$ cat src/hw/rtl/pir_pkg.sv
`timescale 1ns / 1ps
// Shared types, register map codes and sizes for the priority interrupt router.
// Used by pir_regfile, pir_arbiter and priority_interrupt_router.
package pir_pkg;

  // Fixed field widths
  localparam int unsigned ADDR_W    = 8;
  localparam int unsigned SIZE_W    = 4;
  localparam int unsigned DATA_W    = 64;
  localparam int unsigned LINE_W    = 6;
  localparam int unsigned PRIO_W    = 8;
  localparam int unsigned IRQ_W     = 6;
  localparam int unsigned LANE_W    = 3;
  localparam int unsigned SEL_W     = ADDR_W - LANE_W;
  localparam int unsigned BYTES     = DATA_W / 8;

  // Priority and map banks
  localparam int unsigned REG_WORDS = 6;
  localparam int unsigned REG_IDX_W = 3;

  // Parameter defaults
  localparam int unsigned INPUT_LINES_DEF  = 48;
  localparam int unsigned OUTPUT_LINES_DEF = 6;

  // Register selector (address bits 7..3)
  localparam logic [SEL_W-1:0] REG_MASK       = 5'd0;
  localparam logic [SEL_W-1:0] REG_VECTOR     = 5'd1;
  localparam logic [SEL_W-1:0] REG_PRIO_FIRST = 5'd2;
  localparam logic [SEL_W-1:0] REG_PRIO_LAST  = 5'd7;
  localparam logic [SEL_W-1:0] REG_MAP_FIRST  = 5'd10;
  localparam logic [SEL_W-1:0] REG_MAP_LAST   = 5'd15;

  typedef enum logic [1:0] {
    ACT_READ  = 2'd0,
    ACT_WRITE = 2'd1,
    ACT_LINE  = 2'd2,
    ACT_NONE  = 2'd3
  } pir_action_e;

  typedef enum logic [1:0] {
    ST_IDLE,
    ST_SCAN,
    ST_COMMIT,
    ST_FINISH
  } pir_state_e;

  // Per-line lookup handed from the register file to the arbiter
  typedef struct packed {
    logic              active;  // level high and unmasked
    logic [PRIO_W-1:0] prio;
    logic [IRQ_W-1:0]  route;   // low bits of the map byte
  } pir_line_t;

  // Scan result handed from the arbiter to the register file
  typedef struct packed {
    logic [IRQ_W-1:0]             hit;
    logic [IRQ_W-1:0][PRIO_W-1:0] vec;
  } pir_eval_t;

endpackage

$ cat src/hw/rtl/pir_regfile.sv
`timescale 1ns / 1ps
// Register file of the priority interrupt router: mask, vector, priority and
// map registers, input and output levels, byte-lane bus access. Uses pir_pkg.
module pir_regfile #(
  parameter int unsigned INPUT_LINES  = pir_pkg::INPUT_LINES_DEF,
  parameter int unsigned OUTPUT_LINES = pir_pkg::OUTPUT_LINES_DEF
) (
  input  logic                              clk_i,
  input  logic                              rst_ni,
  input  logic                              acc_i,
  input  logic [1:0]                        action_i,
  input  logic [pir_pkg::ADDR_W-1:0]        address_i,
  input  logic [pir_pkg::SIZE_W-1:0]        size_bytes_i,
  input  logic [pir_pkg::DATA_W-1:0]        write_data_i,
  input  logic [pir_pkg::LINE_W-1:0]        line_index_i,
  input  logic                              line_level_i,
  output logic [pir_pkg::DATA_W-1:0]        rd_data_o,
  output logic                              eval_req_o,
  input  logic [$clog2(INPUT_LINES)-1:0]    scan_idx_i,
  output pir_pkg::pir_line_t                line_o,
  input  logic                              commit_i,
  input  pir_pkg::pir_eval_t                eval_i,
  output logic [OUTPUT_LINES-1:0]           irq_o
);

  logic [pir_pkg::DATA_W-1:0] mask_q, mask_d;
  logic [pir_pkg::DATA_W-1:0] vector_q, vector_d;
  logic [pir_pkg::DATA_W-1:0] prio_q [pir_pkg::REG_WORDS];
  logic [pir_pkg::DATA_W-1:0] prio_d [pir_pkg::REG_WORDS];
  logic [pir_pkg::DATA_W-1:0] map_q  [pir_pkg::REG_WORDS];
  logic [pir_pkg::DATA_W-1:0] map_d  [pir_pkg::REG_WORDS];
  logic [INPUT_LINES-1:0]     levels_q, levels_d;
  logic [OUTPUT_LINES-1:0]    irq_q, irq_d;

  logic [pir_pkg::SEL_W-1:0]     reg_sel;
  logic [pir_pkg::LANE_W-1:0]    lane;
  logic [pir_pkg::REG_IDX_W-1:0] prio_idx, map_idx;
  logic                          is_prio, is_map;
  logic [pir_pkg::DATA_W-1:0]    sel_word, wr_shift, wr_mask, wr_word, rd_raw;
  logic [pir_pkg::BYTES-1:0]     byte_en;

  assign reg_sel  = address_i[pir_pkg::ADDR_W-1:pir_pkg::LANE_W];
  assign lane     = address_i[pir_pkg::LANE_W-1:0];
  assign is_prio  = reg_sel inside {[pir_pkg::REG_PRIO_FIRST:pir_pkg::REG_PRIO_LAST]};
  assign is_map   = reg_sel inside {[pir_pkg::REG_MAP_FIRST:pir_pkg::REG_MAP_LAST]};
  assign prio_idx = pir_pkg::REG_IDX_W'(reg_sel - pir_pkg::REG_PRIO_FIRST);
  assign map_idx  = pir_pkg::REG_IDX_W'(reg_sel - pir_pkg::REG_MAP_FIRST);

  // Selected register, zero when unmapped
  always_comb begin
    sel_word = '0;
    if (reg_sel == pir_pkg::REG_MASK) begin
      sel_word = mask_q;
    end else if (reg_sel == pir_pkg::REG_VECTOR) begin
      sel_word = vector_q;
    end else if (is_prio) begin
      sel_word = prio_q[prio_idx];
    end else if (is_map) begin
      sel_word = map_q[map_idx];
    end
  end

  // Byte enables: lanes from the start lane for size bytes, clipped at byte 7
  always_comb begin
    logic [pir_pkg::SIZE_W-1:0] ofs;
    for (int b = 0; b < pir_pkg::BYTES; b++) begin
      ofs        = pir_pkg::SIZE_W'(b) - {1'b0, lane};
      byte_en[b] = (pir_pkg::SIZE_W'(b) >= {1'b0, lane}) && (ofs < size_bytes_i);
      wr_mask[8*b +: 8] = {8{byte_en[b]}};
    end
  end

  assign wr_shift = write_data_i << {lane, 3'b000};
  assign wr_word  = (sel_word & ~wr_mask) | (wr_shift & wr_mask);

  // Read path: right-aligned, bytes beyond size read as zero
  assign rd_raw = sel_word >> {lane, 3'b000};
  always_comb begin
    rd_data_o = '0;
    if (action_i == pir_pkg::ACT_READ) begin
      for (int k = 0; k < pir_pkg::BYTES; k++) begin
        if (pir_pkg::SIZE_W'(k) < size_bytes_i) rd_data_o[8*k +: 8] = rd_raw[8*k +: 8];
      end
    end
  end

  // Evaluation follows every write, and a change on an unmasked valid line
  always_comb begin
    eval_req_o = 1'b0;
    if (action_i == pir_pkg::ACT_WRITE) begin
      eval_req_o = 1'b1;
    end else if (action_i == pir_pkg::ACT_LINE) begin
      eval_req_o = (32'(line_index_i) < INPUT_LINES) && !mask_q[line_index_i];
    end
  end

  // Next-state for bus writes, line changes and scan commits
  always_comb begin
    mask_d   = mask_q;
    vector_d = vector_q;
    prio_d   = prio_q;
    map_d    = map_q;
    levels_d = levels_q;
    irq_d    = irq_q;
    if (acc_i && action_i == pir_pkg::ACT_WRITE) begin
      if (reg_sel == pir_pkg::REG_MASK) begin
        mask_d = wr_word;
      end else if (is_prio) begin
        prio_d[prio_idx] = wr_word;
      end else if (is_map) begin
        map_d[map_idx] = wr_word;
      end
    end
    if (acc_i && action_i == pir_pkg::ACT_LINE) begin
      for (int i = 0; i < INPUT_LINES; i++) begin
        if (32'(line_index_i) == i) levels_d[i] = line_level_i;
      end
    end
    if (commit_i) begin
      for (int o = 0; o < OUTPUT_LINES; o++) begin
        if (eval_i.hit[o]) vector_d[8*o +: 8] = eval_i.vec[o];
        irq_d[o] = eval_i.hit[o];
      end
    end
  end

  always_ff @(posedge clk_i or negedge rst_ni) begin
    if (!rst_ni) begin
      mask_q   <= '0;
      vector_q <= '0;
      levels_q <= '0;
      irq_q    <= '0;
      for (int w = 0; w < pir_pkg::REG_WORDS; w++) begin
        prio_q[w] <= '0;
        map_q[w]  <= '0;
      end
    end else begin
      mask_q   <= mask_d;
      vector_q <= vector_d;
      levels_q <= levels_d;
      irq_q    <= irq_d;
      prio_q   <= prio_d;
      map_q    <= map_d;
    end
  end

  // Lookup of the line under scan
  logic [pir_pkg::LINE_W-1:0]    scan_line;
  logic [pir_pkg::REG_IDX_W-1:0] scan_word;
  logic [pir_pkg::DATA_W-1:0]    prio_shift, map_shift;

  assign scan_line  = pir_pkg::LINE_W'(scan_idx_i);
  assign scan_word  = scan_line[pir_pkg::LINE_W-1:pir_pkg::LANE_W];
  assign prio_shift = prio_q[scan_word] >> {scan_line[pir_pkg::LANE_W-1:0], 3'b000};
  assign map_shift  = map_q[scan_word]  >> {scan_line[pir_pkg::LANE_W-1:0], 3'b000};

  assign line_o.active = levels_q[scan_idx_i] && !mask_q[scan_line];
  assign line_o.prio   = prio_shift[pir_pkg::PRIO_W-1:0];
  assign line_o.route  = map_shift[pir_pkg::IRQ_W-1:0];

  assign irq_o = irq_q;

endmodule

$ cat src/hw/rtl/pir_arbiter.sv
`timescale 1ns / 1ps
// Winner scan of the priority interrupt router: one line per cycle through a
// single priority comparator, best candidate kept per output. Uses pir_pkg.
module pir_arbiter #(
  parameter int unsigned INPUT_LINES  = pir_pkg::INPUT_LINES_DEF,
  parameter int unsigned OUTPUT_LINES = pir_pkg::OUTPUT_LINES_DEF
) (
  input  logic                           clk_i,
  input  logic                           rst_ni,
  input  logic                           start_i,
  output logic                           busy_o,
  output logic                           done_o,
  output logic [$clog2(INPUT_LINES)-1:0] scan_idx_o,
  input  pir_pkg::pir_line_t             line_i,
  output pir_pkg::pir_eval_t             eval_o
);

  localparam int unsigned IDX_W = $clog2(INPUT_LINES);
  localparam logic [IDX_W-1:0] LAST_IDX = IDX_W'(INPUT_LINES - 1);

  logic                      running_q;
  logic [IDX_W-1:0]          idx_q;
  logic [OUTPUT_LINES-1:0]   has_q;
  logic [pir_pkg::LINE_W-1:0] win_q  [OUTPUT_LINES];
  logic [pir_pkg::PRIO_W-1:0] wprio_q [OUTPUT_LINES];

  logic [OUTPUT_LINES-1:0]    route, first_hot;
  logic                       cur_has, take;
  logic [pir_pkg::PRIO_W-1:0] cur_prio;

  // Lowest set route bit picks the output
  assign route     = line_i.route[OUTPUT_LINES-1:0];
  assign first_hot = route & (~route + OUTPUT_LINES'(1));

  // Shared comparator against the current best of that output
  always_comb begin
    cur_prio = '0;
    for (int o = 0; o < OUTPUT_LINES; o++) begin
      if (first_hot[o]) cur_prio = cur_prio | wprio_q[o];
    end
  end
  assign cur_has = |(first_hot & has_q);
  assign take    = running_q && line_i.active && (|route) &&
                   (!cur_has || (cur_prio < line_i.prio));

  assign done_o     = running_q && (idx_q == LAST_IDX);
  assign busy_o     = running_q;
  assign scan_idx_o = idx_q;

  // Sequencer
  always_ff @(posedge clk_i or negedge rst_ni) begin
    if (!rst_ni) begin
      running_q <= 1'b0;
      idx_q     <= '0;
      has_q     <= '0;
    end else if (start_i) begin
      running_q <= 1'b1;
      idx_q     <= '0;
      has_q     <= '0;
    end else if (running_q) begin
      idx_q <= idx_q + IDX_W'(1);
      if (done_o) running_q <= 1'b0;
      if (take) has_q <= has_q | first_hot;
    end
  end

  // Best candidate per output
  always_ff @(posedge clk_i) begin
    for (int o = 0; o < OUTPUT_LINES; o++) begin
      if (take && first_hot[o]) begin
        win_q[o]   <= pir_pkg::LINE_W'(idx_q);
        wprio_q[o] <= line_i.prio;
      end
    end
  end

  always_comb begin
    eval_o = '0;
    for (int o = 0; o < OUTPUT_LINES; o++) begin
      eval_o.hit[o] = has_q[o];
      eval_o.vec[o] = pir_pkg::PRIO_W'(win_q[o]);
    end
  end

endmodule

$ cat src/hw/rtl/priority_interrupt_router.sv
`timescale 1ns / 1ps
// Top level of the priority interrupt router: transfer control, result register.
// Depends on pir_pkg, pir_regfile and pir_arbiter.
//
//   channel | direction | handshake               | payload
//   --------+-----------+-------------------------+-----------------------------------
//   in      | to block  | in_valid_i / in_stall_o | action, address, size_bytes,
//           |           |                         | write_data, line_index, line_level
//   out     | from block| out_valid_o/ out_stall_i| read_data, irq_lines
//
// A read, a masked or out-of-range line change or an unused action goes from IDLE
// straight to FINISH; a write or an unmasked line change goes through SCAN, where the
// scan feeds one line per cycle to one comparator, and COMMIT before FINISH. The result
// is raised and the input freed together, when FINISH loads the output register.
// Reset clears control state and out_valid: no result is pending; data is not reset.
// A stalled result holds in the output register while the next item is already taken
// and worked on; it waits in FINISH only if the output is still occupied.
module priority_interrupt_router #(
  parameter int unsigned INPUT_LINES  = pir_pkg::INPUT_LINES_DEF,
  parameter int unsigned OUTPUT_LINES = pir_pkg::OUTPUT_LINES_DEF
) (
  input  logic                       clk_i,
  input  logic                       rst_ni,
  input  logic                       in_valid_i,
  output logic                       in_stall_o,
  input  logic [1:0]                 action_i,
  input  logic [pir_pkg::ADDR_W-1:0] address_i,
  input  logic [pir_pkg::SIZE_W-1:0] size_bytes_i,
  input  logic [pir_pkg::DATA_W-1:0] write_data_i,
  input  logic [pir_pkg::LINE_W-1:0] line_index_i,
  input  logic                       line_level_i,
  output logic                       out_valid_o,
  input  logic                       out_stall_i,
  output logic [pir_pkg::DATA_W-1:0] read_data_o,
  output logic [pir_pkg::IRQ_W-1:0]  irq_lines_o
);

  localparam int unsigned IDX_W = $clog2(INPUT_LINES);

  pir_pkg::pir_state_e state_q, state_d;

  logic                       in_acc, eval_req, scan_start, scan_busy, scan_done, commit;
  logic                       out_load;
  logic [pir_pkg::DATA_W-1:0] rd_data, rd_stage_q;
  logic [IDX_W-1:0]           scan_idx;
  pir_pkg::pir_line_t         line_info;
  pir_pkg::pir_eval_t         eval_res;
  logic [OUTPUT_LINES-1:0]    irq_levels;
  logic                       out_valid_q;
  logic [pir_pkg::DATA_W-1:0] read_data_q;
  logic [pir_pkg::IRQ_W-1:0]  irq_lines_q;

  assign in_stall_o = (state_q != pir_pkg::ST_IDLE);
  assign in_acc     = in_valid_i && !in_stall_o;
  assign scan_start = in_acc && eval_req;

  pir_regfile #(
    .INPUT_LINES (INPUT_LINES),
    .OUTPUT_LINES(OUTPUT_LINES)
  ) u_regfile (
    .clk_i       (clk_i),
    .rst_ni      (rst_ni),
    .acc_i       (in_acc),
    .action_i    (action_i),
    .address_i   (address_i),
    .size_bytes_i(size_bytes_i),
    .write_data_i(write_data_i),
    .line_index_i(line_index_i),
    .line_level_i(line_level_i),
    .rd_data_o   (rd_data),
    .eval_req_o  (eval_req),
    .scan_idx_i  (scan_idx),
    .line_o      (line_info),
    .commit_i    (commit),
    .eval_i      (eval_res),
    .irq_o       (irq_levels)
  );

  pir_arbiter #(
    .INPUT_LINES (INPUT_LINES),
    .OUTPUT_LINES(OUTPUT_LINES)
  ) u_arbiter (
    .clk_i     (clk_i),
    .rst_ni    (rst_ni),
    .start_i   (scan_start),
    .busy_o    (scan_busy),
    .done_o    (scan_done),
    .scan_idx_o(scan_idx),
    .line_i    (line_info),
    .eval_o    (eval_res)
  );

  // Sequencer: next state and control strobes
  always_comb begin
    state_d  = state_q;
    commit   = 1'b0;
    out_load = 1'b0;
    case (state_q)
      pir_pkg::ST_IDLE: begin
        if (in_acc) state_d = eval_req ? pir_pkg::ST_SCAN : pir_pkg::ST_FINISH;
      end
      pir_pkg::ST_SCAN: begin
        if (scan_done) state_d = pir_pkg::ST_COMMIT;
      end
      pir_pkg::ST_COMMIT: begin
        commit  = 1'b1;
        state_d = pir_pkg::ST_FINISH;
      end
      pir_pkg::ST_FINISH: begin
        if (!out_valid_q || !out_stall_i) begin
          out_load = 1'b1;
          state_d  = pir_pkg::ST_IDLE;
        end
      end
      default: state_d = pir_pkg::ST_IDLE;
    endcase
  end

  always_ff @(posedge clk_i or negedge rst_ni) begin
    if (!rst_ni) begin
      state_q <= pir_pkg::ST_IDLE;
    end else begin
      state_q <= state_d;
    end
  end

  // Read data staged at transfer
  always_ff @(posedge clk_i) begin
    if (in_acc) rd_stage_q <= rd_data;
  end

  // Output register
  always_ff @(posedge clk_i or negedge rst_ni) begin
    if (!rst_ni) begin
      out_valid_q <= 1'b0;
    end else if (out_load) begin
      out_valid_q <= 1'b1;
    end else if (!out_stall_i) begin
      out_valid_q <= 1'b0;
    end
  end

  always_ff @(posedge clk_i) begin
    if (out_load) begin
      read_data_q <= rd_stage_q;
      irq_lines_q <= pir_pkg::IRQ_W'(irq_levels);
    end
  end

  assign out_valid_o = out_valid_q;
  assign read_data_o = read_data_q;
  assign irq_lines_o = irq_lines_q;

  // Checks
  a_scan_starts: assert property (@(posedge clk_i) disable iff (!rst_ni)
    scan_start |=> scan_busy && (state_q == pir_pkg::ST_SCAN))
    else $error("scan did not start after an evaluating transfer");

  a_scan_state_busy: assert property (@(posedge clk_i) disable iff (!rst_ni)
    (state_q == pir_pkg::ST_SCAN) |-> scan_busy)
    else $error("SCAN state without a running scan");

  a_result_from_finish: assert property (@(posedge clk_i) disable iff (!rst_ni)
    $rose(out_valid_o) |-> $past(state_q == pir_pkg::ST_FINISH))
    else $error("result raised outside FINISH");

  a_irq_upper_zero: assert property (@(posedge clk_i) disable iff (!rst_ni)
    out_valid_o |-> ((irq_lines_o >> OUTPUT_LINES) == '0))
    else $error("irq line above OUTPUT_LINES set");

  a_no_scan_idle: assert property (@(posedge clk_i) disable iff (!rst_ni)
    (state_q == pir_pkg::ST_IDLE) |-> !scan_busy)
    else $error("scan running while idle");

endmodule

$ cat config.mk
export PLATFORM = sky130hd
export DESIGN_NAME = priority_interrupt_router
export DESIGN_NICKNAME = d
export VERILOG_FILES = /design/src/hw/rtl/pir_pkg.sv /design/src/hw/rtl/pir_regfile.sv /design/src/hw/rtl/pir_arbiter.sv /design/src/hw/rtl/priority_interrupt_router.sv
export SDC_FILE = /design/constraint.sdc
export NUM_CORES = 2
export LEC_CHECK = 0
export BUFFER_PORTS_ARGS = -buffer_cell sky130_fd_sc_hd__buf_2
export CORE_MARGIN = 2
export CORE_UTILIZATION = 55
export CTS_CLUSTER_DIAMETER = 100
export CTS_CLUSTER_SIZE = 16
export DETAILED_ROUTE_END_ITERATION = 12
export GPL_ROUTABILITY_DRIVEN = 1
export PLACE_DENSITY = 0.72
export SYNTH_ARGS = -nofsm -noshare
export SYNTH_HDL_FRONTEND = slang
export SYNTH_HIERARCHICAL = 1
export SYNTH_SLANG_ARGS = --single-unit
$ cat constraint.sdc
create_clock -name clk_i -period 12.9 [get_ports clk_i]
set_clock_uncertainty 0.15 [all_clocks]
set_input_delay 1.29 -clock clk_i [delete_from_list [all_inputs] [get_ports clk_i]]
set_output_delay 1.29 -clock clk_i [all_outputs]
set_load 0.02 [all_outputs]
Word-level counts from Yosys, hierarchy flattened
Memory sizes are Yosys's and may differ from the RTL's. A register that Yosys moved wholly into a read port is not among the register bits.
Index checks and enable logic that the tools add are counted.
- input bits: 89
- output and inout bits: 72
- bits in writable memories: 84
- memories: 2
- register bits after elaboration: 1036
- memories (memory ; words ; bits a word ; read ports ; clocked after Yosys merged registers in ; wr ports ; line ; RTL):
    u_arbiter.wprio_q ; 6 ; 8 ; 6 ; 0 ; 1 ; pir_arbiter.sv:25 ; logic [pir_pkg::PRIO_W-1:0] wprio_q [OUTPUT_LINES];
    u_arbiter.win_q ; 6 ; 6 ; 6 ; 6 ; 1 ; pir_arbiter.sv:24 ; logic [pir_pkg::LINE_W-1:0] win_q [OUTPUT_LINES];
- shift-type cells: 4
- bitwise operators: 18
- $add $sub $neg: 12
- $lt $le $gt $ge: 36
- multiplexer cells: 96
- reductions and logical operators: 127
- equality and inequality tests: 58
- operators with widths (operator ; count):
    $mux 64 ; 14
    $bmux 64 s3 ; 4
    $bwmux 384 ; 2
    $demux 64 s3 ; 2
    $and 64x64->64 ; 2
    $reduce_and 2->1 ; 64
    $eq 6x6->1 const B ; 17
    $eq 6x5->1 const B ; 16
    $mux 8 ; 11
    $not 64->64 ; 1
    $or 64x64->64 ; 1
    $shl 64x6->64 ; 1
    $shr 64x6->6 ; 1
    $shr 64x6->64 ; 1
    $shr 64x6->8 ; 1
    $mux 6 ; 10
    $eq 6x4->1 const B ; 8
    $reduce_or 6->1 ; 7
    $or 8x8->8 ; 5
    $reduce_or 8->1 ; 5
    $mux 1 ; 35
    $lt 4x4->1 ; 8
    $mux 3 ; 10
    $logic_and 1x1->1 ; 27
    other kinds (44) ; 98

Logic depth before layout (Yosys ltp)
- depth in word-level cells: 31
- depth in mapped cells: 19
- mapped depth without buffers: 14

Hierarchy
Netlist, hierarchy kept.
- by module, submodules not included (module ; area an instance (µm²) ; cells each ; times used ; sequential area each (µm²)):
    pir_regfile ; 53465.0 ; 4622 ; 1 ; 23372.4
    priority_interrupt_router ; 4277.9 ; 157 ; 1 ; 4098.9
    pir_arbiter ; 3838.7 ; 247 ; 1 ; 2847.7

Worst setup path before layout
Ideal clock, no wire load.
- path kind: input to register
- start point: in out_stall_i
- end point: reg irq_lines_q (netlist bit irq_lines_o[0]) (enable)
- path slack: 5.757 ns
- data arrival time: 6.389 ns
- stages on the path: 1
- required time: 12.146 ns
- cells stage by stage: a21boi_0
- longest elaborated chain between the ends: 4
- ends and longest elaborated chain (element ; line ; RTL):
    start, declared ; priority_interrupt_router.sv:33 ; input logic out_stall_i,
    $logic_not 1->1 ; -- ;
    $logic_or 1x1->1 ; priority_interrupt_router.sv:110 ; if (!out_valid_q || !out_stall_i) begin
    $mux 1 ; priority_interrupt_router.sv:110 ;
    $mux 1 ; priority_interrupt_router.sv:98 ; case (state_q)
    end signal, assigned ; priority_interrupt_router.sv:146 ; irq_lines_q <= pir_pkg::IRQ_W'(irq_levels);
    end, declared ; priority_interrupt_router.sv:51 ; logic [pir_pkg::IRQ_W-1:0] irq_lines_q;
Every way passes these cells.
A chain may end at the register's enable or synchronous reset.

==> results_dict.tcl <==
set metrics [dict create \
    slew_headroom_pct 0.976 \
    die_height_um 339 \
    antenna_found_initial 12 \
    hold_viol 0 \
    rsz0062_at_grt "no" \
    synth-seq-cells 1168 \
    multiInputGateArea_um2 28900 \
    instances_no_fill 6476 \
    area_growth_pct 6.52 \
    numPortBuffers 160 \
    cp.depth 17 \
    crit_path_start_kind "register" \
    cts_tree "yes" \
    syn-cell-area_um2 61600 \
    holdPathStages 0 \
    slowest_delay_ns 1.08 \
    dr.pass1.iters 8 \
    pre_cts_ws_ns 4.96 \
    core_area_um2 111000 \
    grt_pass1_vias 44100 \
    clock-sinks 1168 \
    n_fill_cell 8876 \
    cts_inserted_buffers 83 \
    drt_iter0_drc 6697 \
    stdcell_area_um2 65600 \
    busiest_layer "met2" \
    grt_use_met1_pct 47.4 \
    maxCapViolations 1 \
    routed_wl_um 208000 \
    dp_hpwl_um 140000 \
    crit_buf_inv 3 \
    async_flop_share_pct 81.3 \
    arrival_ns 8.18 \
    start_util_pct 55.6 \
    tightest_slew_ns 1.49 \
    crit_top_cell "buf_4" \
    whs_ns 0.269 \
    worstSkewPairLatency_ns 0.70 \
    synthDistinctLibCells 96 \
    fin_ws_ns 4.84 \
    peakVddDrop_mv 0.125 \
    cts_resized 0 \
    setup_viol 0 \
    required_ns 13.02 \
    routedWlPerCell_um 32.2 \
    rows 122 \
    place.gp.congestion 1.01 \
    clockBufferDepth 3 \
    min_period_over_period_pct 62.5 \
    io_pins 161 \
    layout.nets 5088 \
    seq_area_frac_synth_pct 49.2 \
    synth_flop_cell "dfrtp_1" \
    yosys_warnings 6 \
    vias_per_cell 6.97 \
    cp-end-kind "register" \
    ff2ff_path_depth 17 \
    htreeDepth 3 \
    final_layout_size_suffix_gt1_share_pct 28.2 \
    use_met2_pct 52.4 \
    gr-total-overflow 0 \
    fmax_mhz 124 \
    use_met3_pct 12.1 \
    dieArea_um2 115000 \
    ctsHoldBuffers 0 \
    grt_pass1_wl_um 306000 \
    drc 0 \
    dpl.cell_count 6351 \
    syn_inst 5026 \
    crit_type "reg -> reg" \
    crit_chain "buf_4 > buf_4 > mux4_2 > mux4_2 > nand3b_1 > o21ai_0 > buf_4 > or4_4 > nor3b_4 > a222oi_1 > o211ai_1 > ha_1 > a211oi_1 > nand4_1 > a221o_1 > o221a_4 > nor2_1" \
    setup_tns_ns 0 \
    period_needed_ns 8.06 \
    p_leak_nw 27.9 \
    drv_slew 0 \
    cp_top_family "simple AND/OR/NAND/NOR gates" \
    status "finished with violations" \
    path_clk_slew_ns 0.07 \
    avgSynthCellArea_um2 12.3 \
    placed_cell_area_um2 63200 \
    cp_slowest_cell "nor2_1" \
    violations "capacitance limit" \
    grt_max_degree 176 \
    root_buffer "clkbuf_16" \
    p_per_area_nw_per_um2 140 \
    die_w_um 339 \
    groute.usage.overall_pct 36.1 \
    hold_path_class "reg -> reg" \
    post_cts_buffers 0 \
    antenna_left 0 \
    worstPathMaxFanout 33 \
    vias 45100 \
    regArea_um2 30300 \
    synth-edff-count 218 \
]
-- layer usage --
metal	part of all wire, %	wire, um
met3	13	27200
met5	0.013	27
met4	7.0	14600
met1	37	77000
met2	43	89500
-- synth_stat cells (16+ instances only) --
library cell / n / area share, %
a211oi_1: 54 / 0.66
o22ai_1: 43 / 0.44
a32oi_1: 28 / 0.40
nor2_1: 333 / 2.0
a221oi_1: 16 / 0.23
dfrtp_1: 950 / 39
mux2_2: 585 / 11
mux2i_1: 267 / 4.3
inv_1: 67 / 0.41
nor3_1: 25 / 0.20
edfxtp_1: 218 / 11
nand3_1: 40 / 0.33
buf_1: 49 / 0.30
ha_1: 49 / 1.0
o21ai_0: 409 / 3.3
buf_4: 34 / 0.41
clkbuf_1: 197 / 1.2
buf_6: 23 / 0.42
mux4_2: 337 / 12
o211ai_1: 50 / 0.61
nand2_1: 500 / 3.0
a21oi_1: 187 / 1.5
a22oi_1: 43 / 0.52
buf_2: 159 / 1.3
o2111ai_1: 20 / 0.28
nor2b_1: 36 / 0.37
nand3b_1: 22 / 0.27
a31oi_1: 24 / 0.24
-- worst register-to-register path: cells and delay by family, from the launching register on --
kind / cells / cell delay (ns)
AOI/OAI and AO/OA: 6 / 1.64
adders and majority gates: 1 / 0.27
buffers and inverters: 3 / 1.50
DFF: 1 / 0.83
muxes: 2 / 0.87
and+or+nand+nor: 5 / 2.39
-- cell families after synthesis --
group | Yosys count | synth area share (%)
multiplexers | 1194 | 27.6
flip-flops | 1168 | 49.2
AO/OA/AOI/OAI | 1039 | 10.7
AND/OR/NAND/NOR | 1028 | 7.04
buffers and inverters | 543 | 4.39
adder cells (fa/ha/maj) | 49 | 0.996
XOR/XNOR | 4 | 0.0569
other | 1 | 0.00609
-- path summary, 6_finish.rpt --
kind / from / end / slack (ns)
setup / recovery: u_arbiter/scan_idx_o[0] / u_arbiter/wprio_q[4][6] / 4.84
hold / removal: rd_stage_q[53] / read_data_o[53] / 0.27
setup reg to reg: u_arbiter/scan_idx_o[0] / u_arbiter/wprio_q[4][6] / 4.84
hold reg to reg: rd_stage_q[53] / read_data_o[53] / 0.27
max in group asynchronous: rst_ni / u_regfile/prio_q[194] / 9.49
min in group asynchronous: rst_ni / u_regfile/prio_q[316] / 0.55
-- registers in the layout, indices dropped and copies added (netlist names), 36 cells and up --
signal              cells
rd_stage_q             64
read_data_o            64
u_arbiter/win_q        36
u_arbiter/wprio_q      48
u_regfile/levels_q     48
u_regfile/map_q       384
u_regfile/mask_q       64
u_regfile/prio_q      384
u_regfile/vector_q     48
-- cell type report --
cell class | count | share of cell area, %
Antenna cell | 5 | 0.0191
Sequential cell | 1168 | 46.2
Clock buffer | 111 | 3.41
Inverter | 69 | 0.395
Multi-Input combinational cell | 3326 | 44.0
Clock inverter | 7 | 0.116
Tap cell | 1488 | 2.84
Timing Repair Buffer | 302 | 2.97
-- power by group --
part	switching, mW	internal (mW)
registers	0.311	4.14
logic	1.43	0.809
clock network	1.29	1.21
total	3.04	6.16
-- cell usage in the layout (no fill, tap or decap), types with 53 or more instances in the layout --
| master | count |
|---|---|
| dfrtp_1 | 945 |
| mux2_2 | 585 |
| nand2_1 | 494 |
| o21ai_0 | 399 |
| mux4_2 | 337 |
| nor2_1 | 333 |
| mux2i_1 | 265 |
| edfxtp_1 | 218 |
| a21oi_1 | 181 |
| buf_2 | 155 |
| buf_4 | 139 |
| clkbuf_16 | 85 |
| inv_1 | 66 |
| a211oi_1 | 53 |
-- per-stage QoR --
step	power, mW	utilization [%]
floorplan	5.86	-
global placement	6.66	57.1
detailed placement	6.70	57.1
CTS	9.17	59.1
global route	9.48	59.2
finish	9.20	59.2
Power figures use the tool's default switching activity.
